**src/rtl/tmg_ram.sv**
```systemverilog
// tmg_ram: generic single-write, single-read RAM with registered read data.
// No package dependencies.
module tmg_ram #(
  parameter int WIDTH = 64,
  parameter int DEPTH = 64
) (
  input  logic                     clk,
  input  logic                     we,
  input  logic [$clog2(DEPTH)-1:0] waddr,
  input  logic [WIDTH-1:0]         wdata,
  input  logic [$clog2(DEPTH)-1:0] raddr,
  output logic [WIDTH-1:0]         rdata
);

  logic [WIDTH-1:0] mem [DEPTH];

  always_ff @(posedge clk) begin
    if (we) begin
      mem[waddr] <= wdata;
    end
    rdata <= mem[raddr];
  end

endmodule

```
**config.mk**
```make
export PLATFORM = sky130hd
export DESIGN_NAME = tmg_ram
export DESIGN_NICKNAME = d
export VERILOG_FILES = /design/src/rtl/tmg_ram.sv
export SDC_FILE = /design/constraint.sdc
export NUM_CORES = 2
export LEC_CHECK = 0
export BUFFER_PORTS_ARGS = -buffer_cell sky130_fd_sc_hd__buf_2
export CAP_MARGIN = 0
export CORE_MARGIN = 3
export CORE_UTILIZATION = 38
export DETAILED_ROUTE_END_ITERATION = 10
export GPL_ROUTABILITY_DRIVEN = 0
export MAX_ROUTING_LAYER = met4
export SYNTH_ARGS = -nofsm -noshare
export SYNTH_HDL_FRONTEND = slang
export SYNTH_SLANG_ARGS = --single-unit
```
**constraint.sdc**
```tcl
create_clock -name clk -period 16.1 [get_ports clk]
set_input_delay 0 -clock clk [delete_from_list [all_inputs] [get_ports clk]]
set_output_delay 0 -clock clk [all_outputs]
set_load 0.1 [all_outputs]
```
==> summary.md <==
| Metric | Value |
|---|---|
| Status | `completed` |
| Die Y | `between 600 and 700 um` |
| HP Start | `raddr[5]` |
| Worst setup EP type | `flip-flop` |
| Slowest-stage cell, CP | `buf_4` |
| Average cell area after synthesis | `23.7 um2` |
| Layout Nets | `between 7000 and 8000` |
| TritonCTS clock tree | `done` |
| Clock Skews | `about 0.048 ns` |
| Adder-Cell Fraction of Synth Area | `0` |
| Most common cell on crit path | `buf_4` |
| Max frequency | `between 200 and 250 MHz` |
| Post-Synth XOR/XNOR Area | `0` |
| Post-detail-place hpwl | `~230000 um` |
| Yosys reg bits | `4160` |
| Pleak | `55.1 nW` |
| Gr usage total | `0.214` |
| Synth Area in Compound Gates | `0.0248` |
| Insertion delay to the later sink of the worst-skew pair | `roughly 0.96 ns` |
| Final Critical Period | `a little over 4 ns` |
| Initial DRC count | `10900` |
| Mapped Nets | `about 6700` |
| Sequential share of the synthesized area | `0.795` |
| Fill count | `~34000` |
| Worst slack, placed | `about 11 ns` |
| Setup TNS | `0 ns` |
| Die X | `about 650 um` |
| R2R setup slack | `around 14 ns` |
| Initial Util | `0.383` |
| Placeable core area | `408000 um2` |
| Power Dens Cells | `128 nW/um2` |
| Routed wire length | `between 400000 and 500000 um` |
| Routed vias | `approximately 76000` |
| Max transition margin | `0.142` |
| IO Pins | `142` |
| Simple-Gate Fraction of Synth Area | `0.0124` |
| Clock Sinks | `roughly 4200` |
| Critical path cell sequence | `buf_8 -> buf_12 -> buf_4 -> buf_4 -> buf_4 -> mux4_2 -> o221ai_1 -> o22ai_1 -> and3_1` |
| Vias in the first global route | `around 76000` |
| Crit Path Category | `input port to flip-flop` |
| Mapped Cells | `~6600` |
| # Max-Cap Violations | `0` |
| Hold endpoint | `rdata[0]` |
| Crit-path leading delay family | `buffers and inverters` |
| GRT overflow | `0` |
| Root Buffer | `clkbuf_16` |
| PostCTS Resize Cnt | `0` |
| FP Rows | `234` |
| Synthesis-to-finish area growth | `14.2%` |
| Final Hold Fails | `0` |
| First-pass GRT wire length | `slightly above 600000 um` |
| Initial antenna violation count | `40` |
| Hold crit path type | `input port to flip-flop` |
| Crit share post-route | `0.250` |
| Yosys warning count | `0` |
| DRT Pass-1 Iters | `5` |
| Reg2reg path depth | `5` |
| CTS buffer count | `around 410` |
| Startpoint Class | `input port` |
| Largest family of logic cells by synthesized area | `multiplexers` |
| Post-route ant nets | `0` |
| Final Slew Violations | `0` |
| Crit-path max cell delay | `0.89 ns` |
| Clk pin slew, worst setup/hold paths | `~0.060 ns` |
| Drt via density | `a little under 6` |
| Largest net degree at the start of global routing | `between 100 and 150` |
| Buffers added on ports | `~140` |
| Max IR drop VDD | `0.0000985 V` |
| WP buf/inv | `5` |
| Slew of the pin with the lowest slew margin | `1.29 ns` |
| CTS H-tree lvls | `5` |
| Post-Syn Area | `156000 um2` |
| Die ar. | `between 400000 and 500000 um2` |
| Critical path required time | `16.92 ns` |
| Mux cell area share after synthesis | `0.156` |
| CTS max path bufs | `4` |
| Setup Viol. Count Final | `0` |
| Setup bufs post-CTS | `0` |
| RSZ-0062 raised after global routing | `false` |
| Crit path max fanout | `88` |
| Layout cells sized above 1 | `0.279` |
| Cell variety after synth | `33` |
| Hold path depth | `4` |
| Fin worst setup slack | `approximately 12 ns` |
| DRC errors left | `0` |
| Worst r2r dst | `rdata[42]` |
| Reg-to-Reg Start | `mem[13][42]` |
| Crit path DAT | `4.85 ns` |
| Post-DR wirelength/cell | `around 34 um` |
==> layout by cell type (no fill, tap or decap), types with 8 or more instances in the layout <==
cell type      instances
nor2_4                65
diode_2               18
nand3_1               45
a2bb2oi_1             19
nand2b_1               8
nor2b_1               24
a41oi_1               26
dfxtp_1               64
buf_12                10
mux4_2              1024
nor2_1                47
or3_1                 29
o221ai_1              38
bufinv_16             48
clkbuf_8              13
a22oi_1              168
clkinvlp_4            15
mux2i_1              135
dlygate4sd3_1         78
clkinv_2              80
clkbuf_1              91
inv_1                 19
clkinv_1              70
buf_4                189
edfxtp_1            4096
a22o_1                88
or2_2                 28
a31oi_1               18
buf_2                138
o22ai_1               83
nand2_1               55
clkbuf_16            413
a211oi_1              59
and3_1                64
==> worst min-delay path: stages <==
cell	delay (ns)
buf_2	0.33
and2_1	0.36
nand3_1	0.09
and3_1	0.17
==> cells in the mapped netlist (all sizes together) <==
master   count  share of area
clkbuf     140         0.0034
nor2       112         0.0027
o22ai       83         0.0033
nand4b       1       0.000056
or3         29         0.0012
a31o         1       0.000056
o221ai      38         0.0021
and2         3        0.00012
a22o        88         0.0049
inv         19        0.00046
buf        230         0.0080
a31oi       18        0.00072
a211oi      63         0.0030
nand3b       2       0.000096
mux2i      135         0.0086
nand4        2       0.000080
mux4      1024           0.15
or3b         1       0.000056
a41oi       26         0.0015
a22oi      168         0.0081
nor3         2       0.000064
dfxtp       64         0.0082
or2         28         0.0011
a2bb2oi     19         0.0011
nor2b       28         0.0011
nand2b      11        0.00044
nand2       58         0.0014
edfxtp    4096           0.79
and3        64         0.0026
nand3       45         0.0014
==> area by class of cell <==
class	count	area, um2	share of cell area
Antenna cell	18	45.0	0.000252
Clock buffer	517	10900	0.0608
Clock inverter	237	2580	0.0145
Inverter	19	71.3	0.000399
Multi-Input combinational cell	2049	30800	0.173
Sequential cell	4160	124000	0.696
Tap cell	5428	6790	0.0380
Timing Repair Buffer	417	3120	0.0175
==> flip-flops by register name, summed over array words and instances (netlist names) <==
| register | cells |
|---|---|
| mem | 4096 |
| rdata | 64 |
==> stage by stage <==
| step | util | power (mW) | instances | hold WS [ns] | instance area (um2) |
|---|---|---|---|---|---|
| final | 0.438 | 22.9 | 12800 | 0.0874 | 179000 |
| after global routing | 0.438 | 23.5 | 12800 | 0.0761 | 179000 |
| after global placement | 0.403 | 13.4 | 12000 | 0.458 | 164000 |
| after CTS | 0.438 | 23.0 | 12800 | 0.0237 | 179000 |
| after floorplan | - | 13.0 | 6598 | 0.0989 | 156000 |
| after detailed placement | 0.403 | 13.5 | 12000 | 0.485 | 164000 |
==> report_power, final <==
part / internal (mW) / total [mW] / switching (mW)
clock: 5.55 / 9.63 / 4.08
sequential: 12.0 / 12.0 / 0.0481
combinational: 0.379 / 1.20 / 0.817
total: 17.9 / 22.9 / 4.95
==> metal layers <==
layer / track usage / share of wire
met2: 0.337 / 0.49
met1: 0.296 / 0.40
met3: 0.0277 / 0.081
met4: 0.0541 / 0.027
met5: - / 0
==> worst max path at each step <==
stage              from          to  slack, ns  cells past startpoint
2_1_floorplan  waddr[3]  mem[48][0]      10.66                      4
3_3_place_gp   raddr[0]    rdata[9]      11.00                      9
3_5_place_dp   raddr[0]   rdata[13]      11.03                      9
4_1_cts        raddr[0]    rdata[8]      12.07                      9
5_1_grt        raddr[0]   rdata[13]      11.70                      9
6_report       raddr[1]   rdata[42]      12.07                      9
==> kinds of logic (layout without fill, tap and decap cells) <==
logic type / count (synthesis) / count (layout)
other: 0 / 18
buffers and inverters: 389 / 1190
AND/OR/NAND/NOR: 386 / 386
flip-flops: 4160 / 4160
AO/OA/AOI/OAI: 504 / 504
multiplexers: 1159 / 1159
==> repair_timing <==
action                      CTS  global route
setup endpoints to repair     0             0
hold endpoints to repair   4224             0
hold buffers                 78             0
Power figures use the tool's default switching activity.
