**config.mk**
```make
export PLATFORM = sky130hd
export DESIGN_NAME = tmg_ctrl
export DESIGN_NICKNAME = d
export VERILOG_FILES = /design/src/rtl/tmg_pkg.sv /design/src/rtl/tmg_ctrl.sv
export SDC_FILE = /design/constraint.sdc
export NUM_CORES = 1
export LEC_CHECK = 0
export BUFFER_PORTS_ARGS = -buffer_cell sky130_fd_sc_hd__clkbuf_2
export CORE_AREA = 10 10 47 49
export CTS_BUF_LIST = sky130_fd_sc_hd__clkbuf_4 sky130_fd_sc_hd__clkbuf_8
export DETAILED_ROUTE_END_ITERATION = 12
export DIE_AREA = 0 0 57 59
export GPL_TIMING_DRIVEN = 1
export PLACE_DENSITY = 0.6
export SETUP_SLACK_MARGIN = 0.2
export SYNTH_ARGS = -nofsm -noshare
export SYNTH_HDL_FRONTEND = slang
export SYNTH_SLANG_ARGS = --single-unit
```
**constraint.sdc**
```tcl
create_clock -name clk -period 2.91 [get_ports clk]
set_clock_uncertainty 0.1 [all_clocks]
set_input_delay 0.291 -clock clk [delete_from_list [all_inputs] [get_ports clk]]
set_output_delay 0.291 -clock clk [all_outputs]
set_load 0.02 [all_outputs]
```
**src/rtl/tmg_pkg.sv**
```systemverilog
// tmg_pkg: shared types, codes and helper functions for the thermal migration gate.
// No dependencies; imported by tmg_cfg_regs, tmg_ctrl and thermal_migration_gate_core.
package tmg_pkg;

  localparam int NUM_CORES_DEF = 64;

  localparam int CORE_W     = 6;
  localparam int TEMP_W     = 12;
  localparam int RES_W      = 16;
  localparam int POW_W      = 16;
  localparam int PROD_W     = RES_W + POW_W;
  localparam int TIME_W     = 64;
  localparam int CD_W       = 32;
  localparam int CFG_IDX_W  = 3;
  localparam int CFG_DATA_W = 32;
  localparam int PRED_SHIFT = 12;

  // configuration register indexes
  localparam logic [CFG_IDX_W-1:0] CFG_CRITICAL_TEMP    = 3'd0;
  localparam logic [CFG_IDX_W-1:0] CFG_GUARD_BAND       = 3'd1;
  localparam logic [CFG_IDX_W-1:0] CFG_AMBIENT_TEMP     = 3'd2;
  localparam logic [CFG_IDX_W-1:0] CFG_THERMAL_RES      = 3'd3;
  localparam logic [CFG_IDX_W-1:0] CFG_CRITICAL_DELTA   = 3'd4;
  localparam logic [CFG_IDX_W-1:0] CFG_HYSTERESIS_DELTA = 3'd5;
  localparam logic [CFG_IDX_W-1:0] CFG_COOLDOWN_NS      = 3'd6;

  // operations
  localparam logic OP_CHECK  = 1'b0;
  localparam logic OP_RECORD = 1'b1;

  // block reasons
  localparam logic [1:0] REASON_NONE      = 2'd0;
  localparam logic [1:0] REASON_DEST_COOL = 2'd1;
  localparam logic [1:0] REASON_SRC_COOL  = 2'd2;
  localparam logic [1:0] REASON_DROP      = 2'd3;

  typedef struct packed {
    logic              operation;
    logic [CORE_W-1:0] from_core;
    logic [CORE_W-1:0] to_core;
    logic [TEMP_W-1:0] src_temp;
    logic [TEMP_W-1:0] dest_temp;
    logic [POW_W-1:0]  source_power;
    logic [POW_W-1:0]  dest_power;
    logic              source_power_ok;
    logic              dest_power_ok;
    logic [TIME_W-1:0] now_ns;
  } tmg_item_t;

  typedef struct packed {
    logic       allowed;
    logic [1:0] block_reason;
  } tmg_result_t;

  typedef struct packed {
    logic [TEMP_W-1:0] critical_temp;
    logic [TEMP_W-1:0] guard_band;
    logic [TEMP_W-1:0] ambient_temp;
    logic [RES_W-1:0]  thermal_res;
    logic [TEMP_W-1:0] critical_delta;
    logic [TEMP_W-1:0] hysteresis_delta;
    logic [CD_W-1:0]   cooldown_ns;
  } tmg_cfg_t;

  typedef enum logic [2:0] {
    ST_CLEAR,
    ST_IDLE,
    ST_RD_TO,
    ST_RD_FROM,
    ST_EVAL,
    ST_WR_FROM,
    ST_WR_TO
  } tmg_state_t;

  // sequencer strobes toward the datapath
  typedef struct packed {
    logic busy;
    logic clear;
    logic rd_to;
    logic rd_from;
    logic eval;
    logic wr_from;
    logic wr_to;
  } tmg_ctl_t;

  // max(measured, min(4095, ambient + (R*P >> 12))); measured alone when prediction is off
  function automatic logic [TEMP_W-1:0] tmg_predict(
    input logic [TEMP_W-1:0] temp,
    input logic [PROD_W-1:0] prod,
    input logic              ok,
    input logic [RES_W-1:0]  res,
    input logic [TEMP_W-1:0] amb
  );
    logic [PROD_W-PRED_SHIFT:0] steady;
    logic [TEMP_W-1:0]          sat;
    steady = {{(PROD_W-PRED_SHIFT+1-TEMP_W){1'b0}}, amb}
           + {1'b0, prod[PROD_W-1:PRED_SHIFT]};
    sat = (|steady[PROD_W-PRED_SHIFT:TEMP_W]) ? '1 : steady[TEMP_W-1:0];
    if (!ok || res == '0) begin
      tmg_predict = temp;
    end else begin
      tmg_predict = (sat > temp) ? sat : temp;
    end
  endfunction

  // time before the stamp counts as cooling; all-ones stamp means never moved
  function automatic logic tmg_cooling(
    input logic [TIME_W-1:0] last,
    input logic [TIME_W-1:0] now,
    input logic [CD_W-1:0]   cd
  );
    logic [TIME_W:0] diff;
    diff = {1'b0, now} - {1'b0, last};
    tmg_cooling = (cd != '0) && (last != '1) &&
                  (diff[TIME_W] ||
                   ((diff[TIME_W-1:CD_W] == '0) && (diff[CD_W-1:0] < cd)));
  endfunction

endpackage

```
**src/rtl/tmg_ctrl.sv**
```systemverilog
// tmg_ctrl: sequencer for the timestamp RAM: clearing pass, check reads, record writes.
// Depends on tmg_pkg (tmg_state_t, tmg_ctl_t, operation codes).
module tmg_ctrl #(
  parameter int NUM_CORES = tmg_pkg::NUM_CORES_DEF
) (
  input  logic                         clk,
  input  logic                         rst,
  input  logic                         start,
  input  logic                         operation,
  output tmg_pkg::tmg_ctl_t            ctl,
  output logic [$clog2(NUM_CORES)-1:0] clr_addr
);
  import tmg_pkg::*;

  localparam int IDX_W = $clog2(NUM_CORES);

  tmg_state_t       state, state_next;
  logic [IDX_W-1:0] clr_addr_next;

  always_ff @(posedge clk) begin
    if (rst) begin
      state    <= ST_CLEAR;
      clr_addr <= '0;
    end else begin
      state    <= state_next;
      clr_addr <= clr_addr_next;
    end
  end

  always_comb begin
    state_next    = state;
    clr_addr_next = clr_addr;
    unique case (state)
      ST_CLEAR: begin
        clr_addr_next = clr_addr + 1'b1;
        if (clr_addr == IDX_W'(NUM_CORES - 1)) begin
          state_next = ST_IDLE;
        end
      end
      ST_IDLE: begin
        if (start) begin
          state_next = (operation == OP_RECORD) ? ST_WR_FROM : ST_RD_TO;
        end
      end
      ST_RD_TO:   state_next = ST_RD_FROM;
      ST_RD_FROM: state_next = ST_EVAL;
      ST_EVAL:    state_next = ST_IDLE;
      ST_WR_FROM: state_next = ST_WR_TO;
      ST_WR_TO:   state_next = ST_IDLE;
      default:    state_next = ST_CLEAR;
    endcase
  end

  always_comb begin
    ctl = '0;
    unique case (state)
      ST_CLEAR:   begin ctl.busy = 1'b1; ctl.clear   = 1'b1; end
      ST_IDLE:    ctl.busy = 1'b0;
      ST_RD_TO:   begin ctl.busy = 1'b1; ctl.rd_to   = 1'b1; end
      ST_RD_FROM: begin ctl.busy = 1'b1; ctl.rd_from = 1'b1; end
      ST_EVAL:    begin ctl.busy = 1'b1; ctl.eval    = 1'b1; end
      ST_WR_FROM: begin ctl.busy = 1'b1; ctl.wr_from = 1'b1; end
      ST_WR_TO:   begin ctl.busy = 1'b1; ctl.wr_to   = 1'b1; end
      default:    ctl.busy = 1'b1;
    endcase
  end

endmodule

```
==> metrics.json <==
{
  "startpoint": {"value": "state[0]"},
  "grt_pass1_wl": {"value": 2040, "unit": "microns"},
  "first_global_vias": {"value": 479},
  "routed-wl-met2": {"value": 474, "unit": "microns"},
  "maximum_number_of_pins_on_one_net_before_global_route_repair": {"value": 15},
  "power.density": {"value": 430, "unit": "nW/um^2"},
  "cell_area_after_synthesis": {"value": 488, "unit": "sq um"},
  "port_buffers": {"value": 16},
  "numClockSinks": {"value": 9},
  "r2r_cells": {"value": 4},
  "seq_area_frac_synth": {"value": 36.9, "unit": "%"},
  "timing.critical_path.slowest_cell_delay": {"value": 0.43, "unit": "ns"},
  "wl_met3": {"value": 54, "unit": "microns"},
  "finalSetupTns": {"value": 0, "unit": "ns"},
  "mean_post_synth_cell_area": {"value": 8.56, "unit": "sq um"},
  "synthesis.yosys.warnings": {"value": 0},
  "worst_ep_arrival_time": {"value": 1.42, "unit": "ns"},
  "cap_viol_max_count": {"value": 0},
  "critical_path_end_type": {"value": "primary output"},
  "drt_first_pass_iters": {"value": 4},
  "post_dp_cell_area": {"value": 572, "unit": "sq um"},
  "post_layout_net_count": {"value": 79},
  "finalHoldViolCount": {"value": 0},
  "core": {"value": 1400, "unit": "sq um"},
  "met1_length": {"value": 584, "unit": "microns"},
  "ys_seq_elements": {"value": 9},
  "postSynthCellCount": {"value": 57},
  "timing.slew.headroom": {"value": 72.7, "unit": "%"},
  "postRouteWirelength": {"value": 1140, "unit": "microns"},
  "timing.critical_path.depth": {"value": 3},
  "gr-total-overflow": {"value": 0},
  "r2r_start": {"value": "clr_addr[0]"},
  "critPathLaunchType": {"value": "flop"},
  "clk-insertion-delay-late": {"value": 0.25, "unit": "ns"},
  "wp_data_required": {"value": 2.52, "unit": "ns"},
  "slew_viol_final": {"value": 0},
  "clk_root_buffer_cell": {"value": "clkbuf_4"},
  "post_cts.repair.setup_buffers": {"value": 0},
  "cts_hold_repair.buffers": {"value": 0},
  "rrSetupSlack": {"value": 1.21, "unit": "ns"},
  "initial_core_util": {"value": 34.8, "unit": "%"},
  "cts-buffers-inserted": {"value": 3},
  "synth_nets": {"value": 62},
  "maxClockFrequency": {"value": 551, "unit": "MHz"},
  "cp_cell_sequence": {"value": "or3_4, inv_1, clkbuf_2"},
  "number_of_enable_type_register_cells_in_the_synthesized_netlist": {"value": 0},
  "regToRegEndpoint": {"value": "clr_addr[4]"},
  "distinct_cell_type_count_after_synthesis": {"value": 27},
  "worst_margin_pin_slew": {"value": 0.404, "unit": "ns"},
  "detailroute.via_count": {"value": 459},
  "gr-usage-all-layers": {"value": 7.38, "unit": "%"},
  "hold_class": {"value": "input port to flop"},
  "grt_setup_unrepaired": {"value": "no"},
  "timing.setup.critical_path_class": {"value": "flop to primary output"},
  "static_power_due_to_leakage": {"value": 0.000293, "unit": "uW"},
  "max-clock-path-buffers": {"value": 2},
  "synth_async_sr_flop_share": {"value": 0, "unit": "%"},
  "cp_max_fo": {"value": 14},
  "wire_per_inst": {"value": 12.8, "unit": "microns"},
  "period_minus_slack": {"value": 1.81, "unit": "ns"},
  "design.die.area": {"value": 3360, "unit": "sq um"},
  "postLayoutCellArea": {"value": 602, "unit": "sq um"},
  "critical-path-top-delay-family": {"value": "simple AND/OR/NAND/NOR gates"},
  "via_per_inst": {"value": 5.16},
  "worst_ir_drop_vdd": {"value": 0.214, "unit": "mV"},
  "worstPathBufferInverterCount": {"value": 2},
  "dieWidth": {"value": 57, "unit": "microns"},
  "gp_congestion": {"value": 0.695},
  "endpoints_failing_setup": {"value": 0},
  "run_status": {"value": "completed"},
  "topRoutingLayerUsed": {"value": "met4"},
  "initialDrtViolationCount": {"value": 3},
  "layout-drive-gt1-share": {"value": 30.1, "unit": "%"},
  "drtAntennaViolNets": {"value": 0},
  "io-pin-count": {"value": 17},
  "detail_route.drc_violations": {"value": 0},
  "clk_pin_slew_worst_paths": {"value": 0.06, "unit": "ns"},
  "critical_path.slowest_cell": {"value": "or3_4"},
  "place_hpwl": {"value": 878, "unit": "microns"},
  "synth_flop_cell": {"value": "dfxtp_1"},
  "diodes": {"value": 0},
  "cts-htree-levels": {"value": 1},
  "period_share": {"value": 62.3, "unit": "%"},
  "area_growth_syn_to_layout": {"value": 23.3, "unit": "%"},
  "floorplan.rows": {"value": 14},
  "chipHeight": {"value": 59, "unit": "microns"},
  "cts_tree": {"value": "yes"},
  "postCtsResizedCells": {"value": 0},
  "crit_end": {"value": "ctl[5]"},
  "power.total": {"value": 259, "unit": "uW"},
  "initial_antenna_violation_count": {"value": 0}
}
metrics by stage:
stage | setup WS (ns) | hold slack (ns) | instances | util (%)
6_report | 1.10 | 0.248 | 89 | 42.9
5_1_grt | 0.988 | 0.277 | 89 | 42.9
4_1_cts | 1.07 | 0.248 | 89 | 42.9
3_5_place_dp | 1.21 | 0.405 | 85 | 40.8
3_3_place_gp | 1.24 | 0.385 | 85 | 40.8
2_1_floorplan | 1.15 | 0.463 | 57 | -
sequential cells by signal, summed over array words and instances (netlist names):
| signal | cells |
|---|---|
| clr_addr | 6 |
| state | 3 |
placed cells by master (no fill, tap or decap), types with 3 or more instances in the layout:
| cell type | count |
|---|---|
| nand2_1 | 3 |
| a21oi_1 | 4 |
| nor2_1 | 6 |
| clkbuf_4 | 4 |
| dfxtp_1 | 9 |
| clkbuf_2 | 16 |
| and3b_1 | 3 |
| nor3b_1 | 3 |
area by class of cell:
type / count / area (sq um)
clock buffer: 4 / 30.0
inverter: 1 / 3.75
timing repair buffer: 16 / 80.1
tap: 16 / 20.0
sequential: 9 / 180
fill: 158 / 800
multi-input combinational: 43 / 288
per-layer routing:
metal  GRT usage, %  vias up
met1           9.00      205
met2           10.5       12
met5              0        -
met3           1.93        2
li1               -      240
met4           6.04        0
worst reg2reg max path, cell delays in order (launching register included):
cell and delay (ns):
dfxtp_1 0.41, ha_1 0.20, nor4b_1 0.35, and3_1 0.22, mux2_2 0.32
cells in the mapped netlist (2+ instances only):
library cell / count / area share (%)
dfxtp_1: 9 / 37
clkbuf_1: 3 / 2.3
or3_1: 2 / 2.6
and3b_1: 3 / 5.4
nor2b_1: 2 / 2.6
a21oi_1: 4 / 4.1
nand3_1: 2 / 2.1
nor3_1: 2 / 2.1
nand2_1: 3 / 2.3
nor3b_1: 3 / 4.6
and3_1: 2 / 2.6
xnor2_1: 2 / 3.6
nor2_1: 6 / 4.6
power by group:
part	total, uW	leakage, uW	switching, uW	internal (uW)
clock network	103	0.0000184	41.1	62.0
logic	23.6	0.000201	13.5	10.0
registers	132	0.0000731	4.89	127
total	259	0.000293	59.6	199
worst min path at each step:
stage / from / end / slack [ns] / depth (start not counted)
3_3_place_gp: clr_addr[5] / clr_addr[5] / 0.39 / 2
4_1_cts: rst / clr_addr[5] / 0.25 / 2
5_1_grt: rst / clr_addr[1] / 0.28 / 2
6_report: rst / clr_addr[5] / 0.25 / 2
3_5_place_dp: clr_addr[5] / clr_addr[5] / 0.40 / 2
2_1_floorplan: clr_addr[5] / clr_addr[5] / 0.46 / 2
cells by family (layout without fill, tap and decap cells):
logic type	Yosys count	after routing	synth area share (%)
flip-flops	9	9	36.9
buffers and inverters	5	21	4.10
AO/OA/AOI/OAI	7	7	8.46
adder cells (fa/ha/maj)	1	1	2.56
multiplexers	2	2	4.36
AND/OR/NAND/NOR	31	31	40.0
XOR/XNOR	2	2	3.59
(Power assumes the default switching activity.)
