--- config.mk ---
export PLATFORM = sky130hd
export DESIGN_NAME = tmg_cfg_regs
export DESIGN_NICKNAME = d
export VERILOG_FILES = /design/src/rtl/tmg_pkg.sv /design/src/rtl/tmg_cfg_regs.sv
export SDC_FILE = /design/constraint.sdc
export NUM_CORES = 1
export LEC_CHECK = 0
export BUFFER_PORTS_ARGS = -buffer_cell sky130_fd_sc_hd__buf_4
export CORE_ASPECT_RATIO = 0.7
export CORE_UTILIZATION = 56
export CTS_BUF_LIST = sky130_fd_sc_hd__clkbuf_4
export DETAILED_ROUTE_END_ITERATION = 7
export GPL_TIMING_DRIVEN = 1
export PLACE_DENSITY_LB_ADDON = 0.05
export SYNTH_ARGS = -nofsm -noshare
export SYNTH_HDL_FRONTEND = slang
export SYNTH_SLANG_ARGS = --single-unit
--- constraint.sdc ---
create_clock -name clk -period 2.4 [get_ports clk]
set_clock_uncertainty 0.05 [all_clocks]
set_input_delay 0.24 -clock clk [delete_from_list [all_inputs] [get_ports clk]]
set_output_delay 0.24 -clock clk [all_outputs]
set_load 0.1 [all_outputs]
--- src/rtl/tmg_pkg.sv ---
// tmg_pkg: shared types, codes and helper functions for the thermal migration gate.
// No dependencies; imported by tmg_cfg_regs, tmg_ctrl and thermal_migration_gate_core.
package tmg_pkg;

  localparam int NUM_CORES_DEF = 64;

  localparam int CORE_W     = 6;
  localparam int TEMP_W     = 12;
  localparam int RES_W      = 16;
  localparam int POW_W      = 16;
  localparam int PROD_W     = RES_W + POW_W;
  localparam int TIME_W     = 64;
  localparam int CD_W       = 32;
  localparam int CFG_IDX_W  = 3;
  localparam int CFG_DATA_W = 32;
  localparam int PRED_SHIFT = 12;

  // configuration register indexes
  localparam logic [CFG_IDX_W-1:0] CFG_CRITICAL_TEMP    = 3'd0;
  localparam logic [CFG_IDX_W-1:0] CFG_GUARD_BAND       = 3'd1;
  localparam logic [CFG_IDX_W-1:0] CFG_AMBIENT_TEMP     = 3'd2;
  localparam logic [CFG_IDX_W-1:0] CFG_THERMAL_RES      = 3'd3;
  localparam logic [CFG_IDX_W-1:0] CFG_CRITICAL_DELTA   = 3'd4;
  localparam logic [CFG_IDX_W-1:0] CFG_HYSTERESIS_DELTA = 3'd5;
  localparam logic [CFG_IDX_W-1:0] CFG_COOLDOWN_NS      = 3'd6;

  // operations
  localparam logic OP_CHECK  = 1'b0;
  localparam logic OP_RECORD = 1'b1;

  // block reasons
  localparam logic [1:0] REASON_NONE      = 2'd0;
  localparam logic [1:0] REASON_DEST_COOL = 2'd1;
  localparam logic [1:0] REASON_SRC_COOL  = 2'd2;
  localparam logic [1:0] REASON_DROP      = 2'd3;

  typedef struct packed {
    logic              operation;
    logic [CORE_W-1:0] from_core;
    logic [CORE_W-1:0] to_core;
    logic [TEMP_W-1:0] src_temp;
    logic [TEMP_W-1:0] dest_temp;
    logic [POW_W-1:0]  source_power;
    logic [POW_W-1:0]  dest_power;
    logic              source_power_ok;
    logic              dest_power_ok;
    logic [TIME_W-1:0] now_ns;
  } tmg_item_t;

  typedef struct packed {
    logic       allowed;
    logic [1:0] block_reason;
  } tmg_result_t;

  typedef struct packed {
    logic [TEMP_W-1:0] critical_temp;
    logic [TEMP_W-1:0] guard_band;
    logic [TEMP_W-1:0] ambient_temp;
    logic [RES_W-1:0]  thermal_res;
    logic [TEMP_W-1:0] critical_delta;
    logic [TEMP_W-1:0] hysteresis_delta;
    logic [CD_W-1:0]   cooldown_ns;
  } tmg_cfg_t;

  typedef enum logic [2:0] {
    ST_CLEAR,
    ST_IDLE,
    ST_RD_TO,
    ST_RD_FROM,
    ST_EVAL,
    ST_WR_FROM,
    ST_WR_TO
  } tmg_state_t;

  // sequencer strobes toward the datapath
  typedef struct packed {
    logic busy;
    logic clear;
    logic rd_to;
    logic rd_from;
    logic eval;
    logic wr_from;
    logic wr_to;
  } tmg_ctl_t;

  // max(measured, min(4095, ambient + (R*P >> 12))); measured alone when prediction is off
  function automatic logic [TEMP_W-1:0] tmg_predict(
    input logic [TEMP_W-1:0] temp,
    input logic [PROD_W-1:0] prod,
    input logic              ok,
    input logic [RES_W-1:0]  res,
    input logic [TEMP_W-1:0] amb
  );
    logic [PROD_W-PRED_SHIFT:0] steady;
    logic [TEMP_W-1:0]          sat;
    steady = {{(PROD_W-PRED_SHIFT+1-TEMP_W){1'b0}}, amb}
           + {1'b0, prod[PROD_W-1:PRED_SHIFT]};
    sat = (|steady[PROD_W-PRED_SHIFT:TEMP_W]) ? '1 : steady[TEMP_W-1:0];
    if (!ok || res == '0) begin
      tmg_predict = temp;
    end else begin
      tmg_predict = (sat > temp) ? sat : temp;
    end
  endfunction

  // time before the stamp counts as cooling; all-ones stamp means never moved
  function automatic logic tmg_cooling(
    input logic [TIME_W-1:0] last,
    input logic [TIME_W-1:0] now,
    input logic [CD_W-1:0]   cd
  );
    logic [TIME_W:0] diff;
    diff = {1'b0, now} - {1'b0, last};
    tmg_cooling = (cd != '0) && (last != '1) &&
                  (diff[TIME_W] ||
                   ((diff[TIME_W-1:CD_W] == '0) && (diff[CD_W-1:0] < cd)));
  endfunction

endpackage

--- src/rtl/tmg_cfg_regs.sv ---
// tmg_cfg_regs: configuration register file behind the plain write port.
// Depends on tmg_pkg (register indexes, tmg_cfg_t).
module tmg_cfg_regs (
  input  logic                             clk,
  input  logic                             rst,
  input  logic                             cfg_write,
  input  logic [tmg_pkg::CFG_IDX_W-1:0]    cfg_index,
  input  logic [tmg_pkg::CFG_DATA_W-1:0]   cfg_data,
  output tmg_pkg::tmg_cfg_t                cfg
);
  import tmg_pkg::*;

  always_ff @(posedge clk) begin
    if (rst) begin
      cfg <= '0;
    end else if (cfg_write) begin
      case (cfg_index)
        CFG_CRITICAL_TEMP:    cfg.critical_temp    <= cfg_data[TEMP_W-1:0];
        CFG_GUARD_BAND:       cfg.guard_band       <= cfg_data[TEMP_W-1:0];
        CFG_AMBIENT_TEMP:     cfg.ambient_temp     <= cfg_data[TEMP_W-1:0];
        CFG_THERMAL_RES:      cfg.thermal_res      <= cfg_data[RES_W-1:0];
        CFG_CRITICAL_DELTA:   cfg.critical_delta   <= cfg_data[TEMP_W-1:0];
        CFG_HYSTERESIS_DELTA: cfg.hysteresis_delta <= cfg_data[TEMP_W-1:0];
        CFG_COOLDOWN_NS:      cfg.cooldown_ns      <= cfg_data[CD_W-1:0];
        default: ;
      endcase
    end
  end

endmodule

==> metrics.md, run 1 <==
| Metric | Value |
|---|---|
| Ranking of synthesized cells by area | dfxtp_1, mux2i_1, nand2b_1 |
| YS warnings | 0 |
| CP Depth | 1 |
| Cell chain of the critical path | buf_4 |
| H-tree levels | 3 |
| Largest Register | cfg |
| Most frequent cell after synthesis | nand2b_1 |
| Post-synth top cells | nand2b_1, dfxtp_1, mux2i_1, clkbuf_1, buf_2 |
| Syn Inst Count | 398 |
| Die area | 0.00822 mm2 |
| Storage cell area | 0.00216 mm2 |
| Post-Syn Nets | 436 |
| Remaining Overflow, GRT | 0 |
| Largest net degree at the start of global routing | 67 |
| Placement Setup Slack | 0.896 ns |
| Initial antenna violation count | 0 |
| Worst-Margin Slew | 0.630 ns |
| Bufs and invs on worst path | 1 |
| CP arrival | 1.16 ns |
| Yosys cell types | 14 |
| Row cnt | 26 |
| # port buffers | 145 |
| Reg2reg path depth | 2 |
| Avg Cell Area, Syn | 11.1 um2 |
| Drt pass-1 iters | 4 |
| Routed len/inst | 16.5 um |
| DP HPWL | 7330 um |
| Core Area | 0.00745 mm2 |
| DRT Wirelength | 10800 um |
| Startpoint types | flop |
| Nets@finish | 589 |
| Endpoint type of the worst setup path | output port |
| Clk sink count | 108 |
| First-pass GRT wire length | 17200 um |
| Setup bufs post-CTS | 0 |
| Worst skew pair latency | 0.44 ns |
| Area of the multi-input gates | 0.00208 mm2 |
| Clock slew at reported path FFs | 0.17 ns |
| Max_cap viols | 0 |
| Required time of the critical path | 2.11 ns |
| Max-slew violation count | 0 |
| Max VDD drop | 0.371 mV |
| Syn Std Cell Area | 0.00440 mm2 |
| Regs by FF count | cfg x108 |
| Synthesis-stage register bit count | 108 |
| Total CTS buffers | 9 |
| Max FFs per register | 108 |
| Yosys top cell by area | dfxtp_1 |
| # setup viols final | 0 |
| Initial Util | 59.1% |
| Worst hold path class | input port to flop |
| Number of top-level pins | 146 |
| Post-layout min period | 1.45 ns |
| Slowest cell on crit path | dfxtp_1 |
| Die width | 108 um |
| Hold depth | 3 |
| Final Cycle Share | 60.3% |
| Final ANT Viol Nets | 0 |
| Status | finished clean |
| Synth async-reset ratio | 0% |
| P_leak | 2.89 nW |
| Fmax | 691 MHz |
| # fillers | 544 |
| Clock tree buffer depth | 2 |
| Antenna Cells | 0 |
| Total negative slack | 0 ns |
| Slew margin rel. | 57.8% |
| Initial DRC count | 112 |
| Clock root buffer | clkbuf_4 |
| Die Y | 76.2 um |
| Vias in the first global route | 3377 |
| Top delay family on crit path | flip-flops |
| CP Max Fanout | 2 |
| Final Wtd Congestion | 0.782 |
| Max incr delay on CP | 0.40 ns |
| Share of the synthesized area in the top cell type | 49.1% |
| Area Overhead vs Synth | 33.1% |
| Vias | 3323 |
| Pwr Density | 583 mW/mm2 |
| Worst setup margin | 0.953 ns |
| Unrepaired setup endpoints after global routing | false |
| Synth Flop Type | dfxtp_1 |
| Final core utilization | 78.6% |
| Post-synth EDFFs | 0 |
| Critical path class | flop to output port |
| Hold slack | 0.0694 ns |
| Tot GR Track Use | 27.2% |
| CTS tree | yes |
| Ratio of cells with drive above 1 in the final layout | 30.9% |
| Via density | 5.08 |
| DRC | 0 |
| Seq/Total Area, Yosys | 49.1% |
| Final Hold Vio Count | 0 |
## routing by layer
metal	track usage (%)	part of all wire [%]	wire length, um
met5	0	0	0
met4	6.85	0.90	97
met3	6.84	7.3	788
met1	34.7	44	4740
met2	46.0	48	5160
## final timing paths
check          startpoint      end  slack, ns
max               cfg[94]  cfg[94]       0.95
min          cfg_data[15]  cfg[15]       0.07
max reg2reg       cfg[52]  cfg[52]       1.67
min reg2reg       cfg[29]  cfg[29]       0.44
## power by group
group          leakage (nW)  internal (mW)  switching (mW)
Combinational          1.93          0.195           0.427
Sequential            0.874           1.83          0.0228
Clock                0.0794          0.341           0.594
## area by class of cell
type,instances,share of cell area (%)
clock inverters,6,1.18
well taps,98,2.09
flip-flops and latches,108,36.9
multi-input cells,259,35.5
clock buffers,10,1.28
repair buffers,173,23.0
## what timing repair did
action	in CTS	in global routing
hold buffers	18	1
resized for setup	0	0
endpoints found under the hold margin	20	1
## logic make-up (layout without fill, tap and decap cells)
family,count (synthesis),after routing,share of synthesized area [%]
and+or+nand+nor,151,151,22.6
muxes,108,108,24.6
DFF,108,108,49.1
buffers and inverters,31,189,3.73
## cell usage in the layout, fill, tap and decap left out
cell           Yosys  final
and4b_1            2      2
and4bb_2           1      1
buf_4              1    154
bufinv_16          0      1
clkbuf_4           0     10
clkinv_1           0      1
clkinv_4           0      1
dfxtp_1          108    108
dlygate4sd3_1      0     19
inv_6              0      3
mux2i_1          108    108
nand2b_1         140    140
nand4b_1           3      3
nand4bb_1          3      3
nor4bb_2           0      1
or4b_4             1      1
## metrics by stage
step	total power [mW]	cell area, um2	cells
final	3.41	5850	654
after global placement	2.48	5520	619
after CTS	3.44	5840	653
after detailed placement	2.49	5520	619
after floorplan	2.34	4400	398
after global routing	3.53	5850	654
Power figures use the tool's default switching activity.
==> run 2: changes to the inputs <==
Settings changed: CORE_UTILIZATION 56 to 47.
Clock period 2.4 ns to 1.2 ns, I/O delays scaled along.
==> metrics.md, run 2 (synthesized netlist as in run 1, its figures left out) <==
| Metric | Value |
|---|---|
| Placed Cells incl. Taps | 656 |
| CTS tree | yes |
| Startpoint types | flop |
| Switch Pwr | 2.12 mW |
| Area post-placement | 0.00581 mm2 |
| Initial DRC count | 172 |
| Worst-Margin Slew | 0.456 ns |
| Initial Util | 48.5% |
| Final Wtd Congestion | 0.736 |
| DRT Wirelength | 13200 um |
| Clock tree buffer depth | 2 |
| Core Area | 0.00907 mm2 |
| Top delay family on crit path | flip-flops |
| Largest Register | cfg |
| Final ANT Viol Nets | 0 |
| Endpoint type of the worst setup path | output port |
| Vias in the first global route | 3753 |
| Die area | 0.00976 mm2 |
| Cell chain of the critical path | buf_12 |
| Total CTS buffers | 9 |
| Commonest non-fill, non-tap cells in the layout | nand2b_1, buf_12, mux2i_1, dfxtp_2, buf_4 |
| Seq pwr share | 54.6% |
| Post-layout min period | 1.20 ns |
| Final Cycle Share | 100% |
| Switching Share | 30.9% |
| H-tree levels | 3 |
| Worst hold path class | input port to flop |
| Max incr delay on CP | 0.39 ns |
| Ratio of cells with drive above 1 in the final layout | 54.0% |
| DRC | 0 |
| Clk pwr share | 23.0% |
| Post-route cell area | 0.00780 mm2 |
| Worst skew pair latency | 0.45 ns |
| Commonest non-fill, non-tap cell in the layout | nand2b_1 |
| DP HPWL | 7760 um |
| Required time of the critical path | 1.03 ns |
| Worst setup margin | -0.00133 ns |
| First-pass GRT wire length | 19900 um |
| Hold depth | 3 |
| Initial antenna violation count | 0 |
| Drt pass-1 iters | 4 |
| Clock root buffer | clkbuf_4 |
| Bufs and invs on worst path | 1 |
| Die width | 118 um |
| Clock slew at reported path FFs | 0.15 ns |
| Max FFs per register | 108 |
| Slew margin rel. | 69.6% |
| Tot GR Track Use | 26.4% |
| Area Overhead vs Synth | 77.2% |
| Remaining Overflow, GRT | 0 |
| CP arrival | 1.03 ns |
| Routed len/inst | 18.1 um |
| Nets@finish | 638 |
| # fillers | 452 |
| Internal | 4.73 mW |
| Slowest cell on crit path | dfxtp_2 |
| Clk sink count | 108 |
| Failing checks | setup timing |
| # port buffers | 145 |
| Max_cap viols | 0 |
| P_leak | 3.51 nW |
| Status | finished, violations left |
| Max VDD drop | 0.709 mV |
| Combinational share of power | 22.4% |
| Critical path class | flop to output port |
| Number of top-level pins | 146 |
| Antenna Cells | 0 |
| Pwr Density | 879 mW/mm2 |
| CP Depth | 1 |
| Via density | 4.93 |
| Largest net degree at the start of global routing | 33 |
| Reg2reg path depth | 4 |
| Non-filler cells, final | 729 |
| Final core utilization | 85.9% |
| Final Hold Vio Count | 0 |
| # setup viols final | 3 |
| Row cnt | 29 |
| Max-slew violation count | 0 |
| Unrepaired setup endpoints after global routing | true |
| Vias | 3595 |
| Fmax | 832 MHz |
| Die Y | 82.9 um |
| CP Max Fanout | 2 |
| Regs by FF count | cfg x108 |
run 2: repair_timing:
action / CTS / global route
resized for setup: 337 / 13
endpoints found under the hold margin: 24 / 0
hold buffers: 20 / 0
buffers inserted: 12 / 25
endpoints found under the setup margin: 108 / 108
run 2: path summary, 6_finish.rpt:
kind,to,startpoint,slack [ns]
min,cfg[107],cfg_index[1],0.08
max,cfg[54],cfg[54],-0.001
min reg2reg,cfg[19],cfg[19],0.45
max reg2reg,cfg[25],cfg[25],0.30
run 2: stage by stage:
step,power [mW],hold WS [ns],TNS (ns),setup WS (ns)
floorplan,4.70,0.218,-1.00,-0.100
global placement,5.02,0.334,-1.78,-0.150
detailed placement,5.03,0.342,-2.39,-0.239
CTS,6.89,0.0524,-1.44,-0.0312
global route,7.10,0.0551,-4.93,-0.0665
finish,6.85,0.0821,-0.00300,-0.00133
run 2: layer usage:
layer  GRT usage (%)  vias to the layer above  part of all wire [%]
li1                -                     1718                     -
met1            30.7                     1761                    41
met2            47.9                      100                    52
met3            6.87                       16                   5.3
met4            7.23                        0                   1.2
met5               0                        -                     0
run 2: power groups by stage:
stage	Clock, mW	Sequential [mW]	Combinational [mW]
2_1_floorplan	0	4.37	0.326
3_3_place_gp	0	3.80	1.22
3_5_place_dp	0	3.80	1.23
4_1_cts	1.63	3.76	1.49
5_1_grt	1.76	3.75	1.59
6_report	1.57	3.74	1.54
run 2: cell type report:
type                            count  area, um2  area share, %
Tap cell                          124        155           1.99
Multi-Input combinational cell    259       2080           26.7
Clock buffer                       10       75.1          0.963
Clock inverter                      6       31.3          0.401
Timing Repair Buffer              222       3120           40.0
Sequential cell                   108       2340           30.0
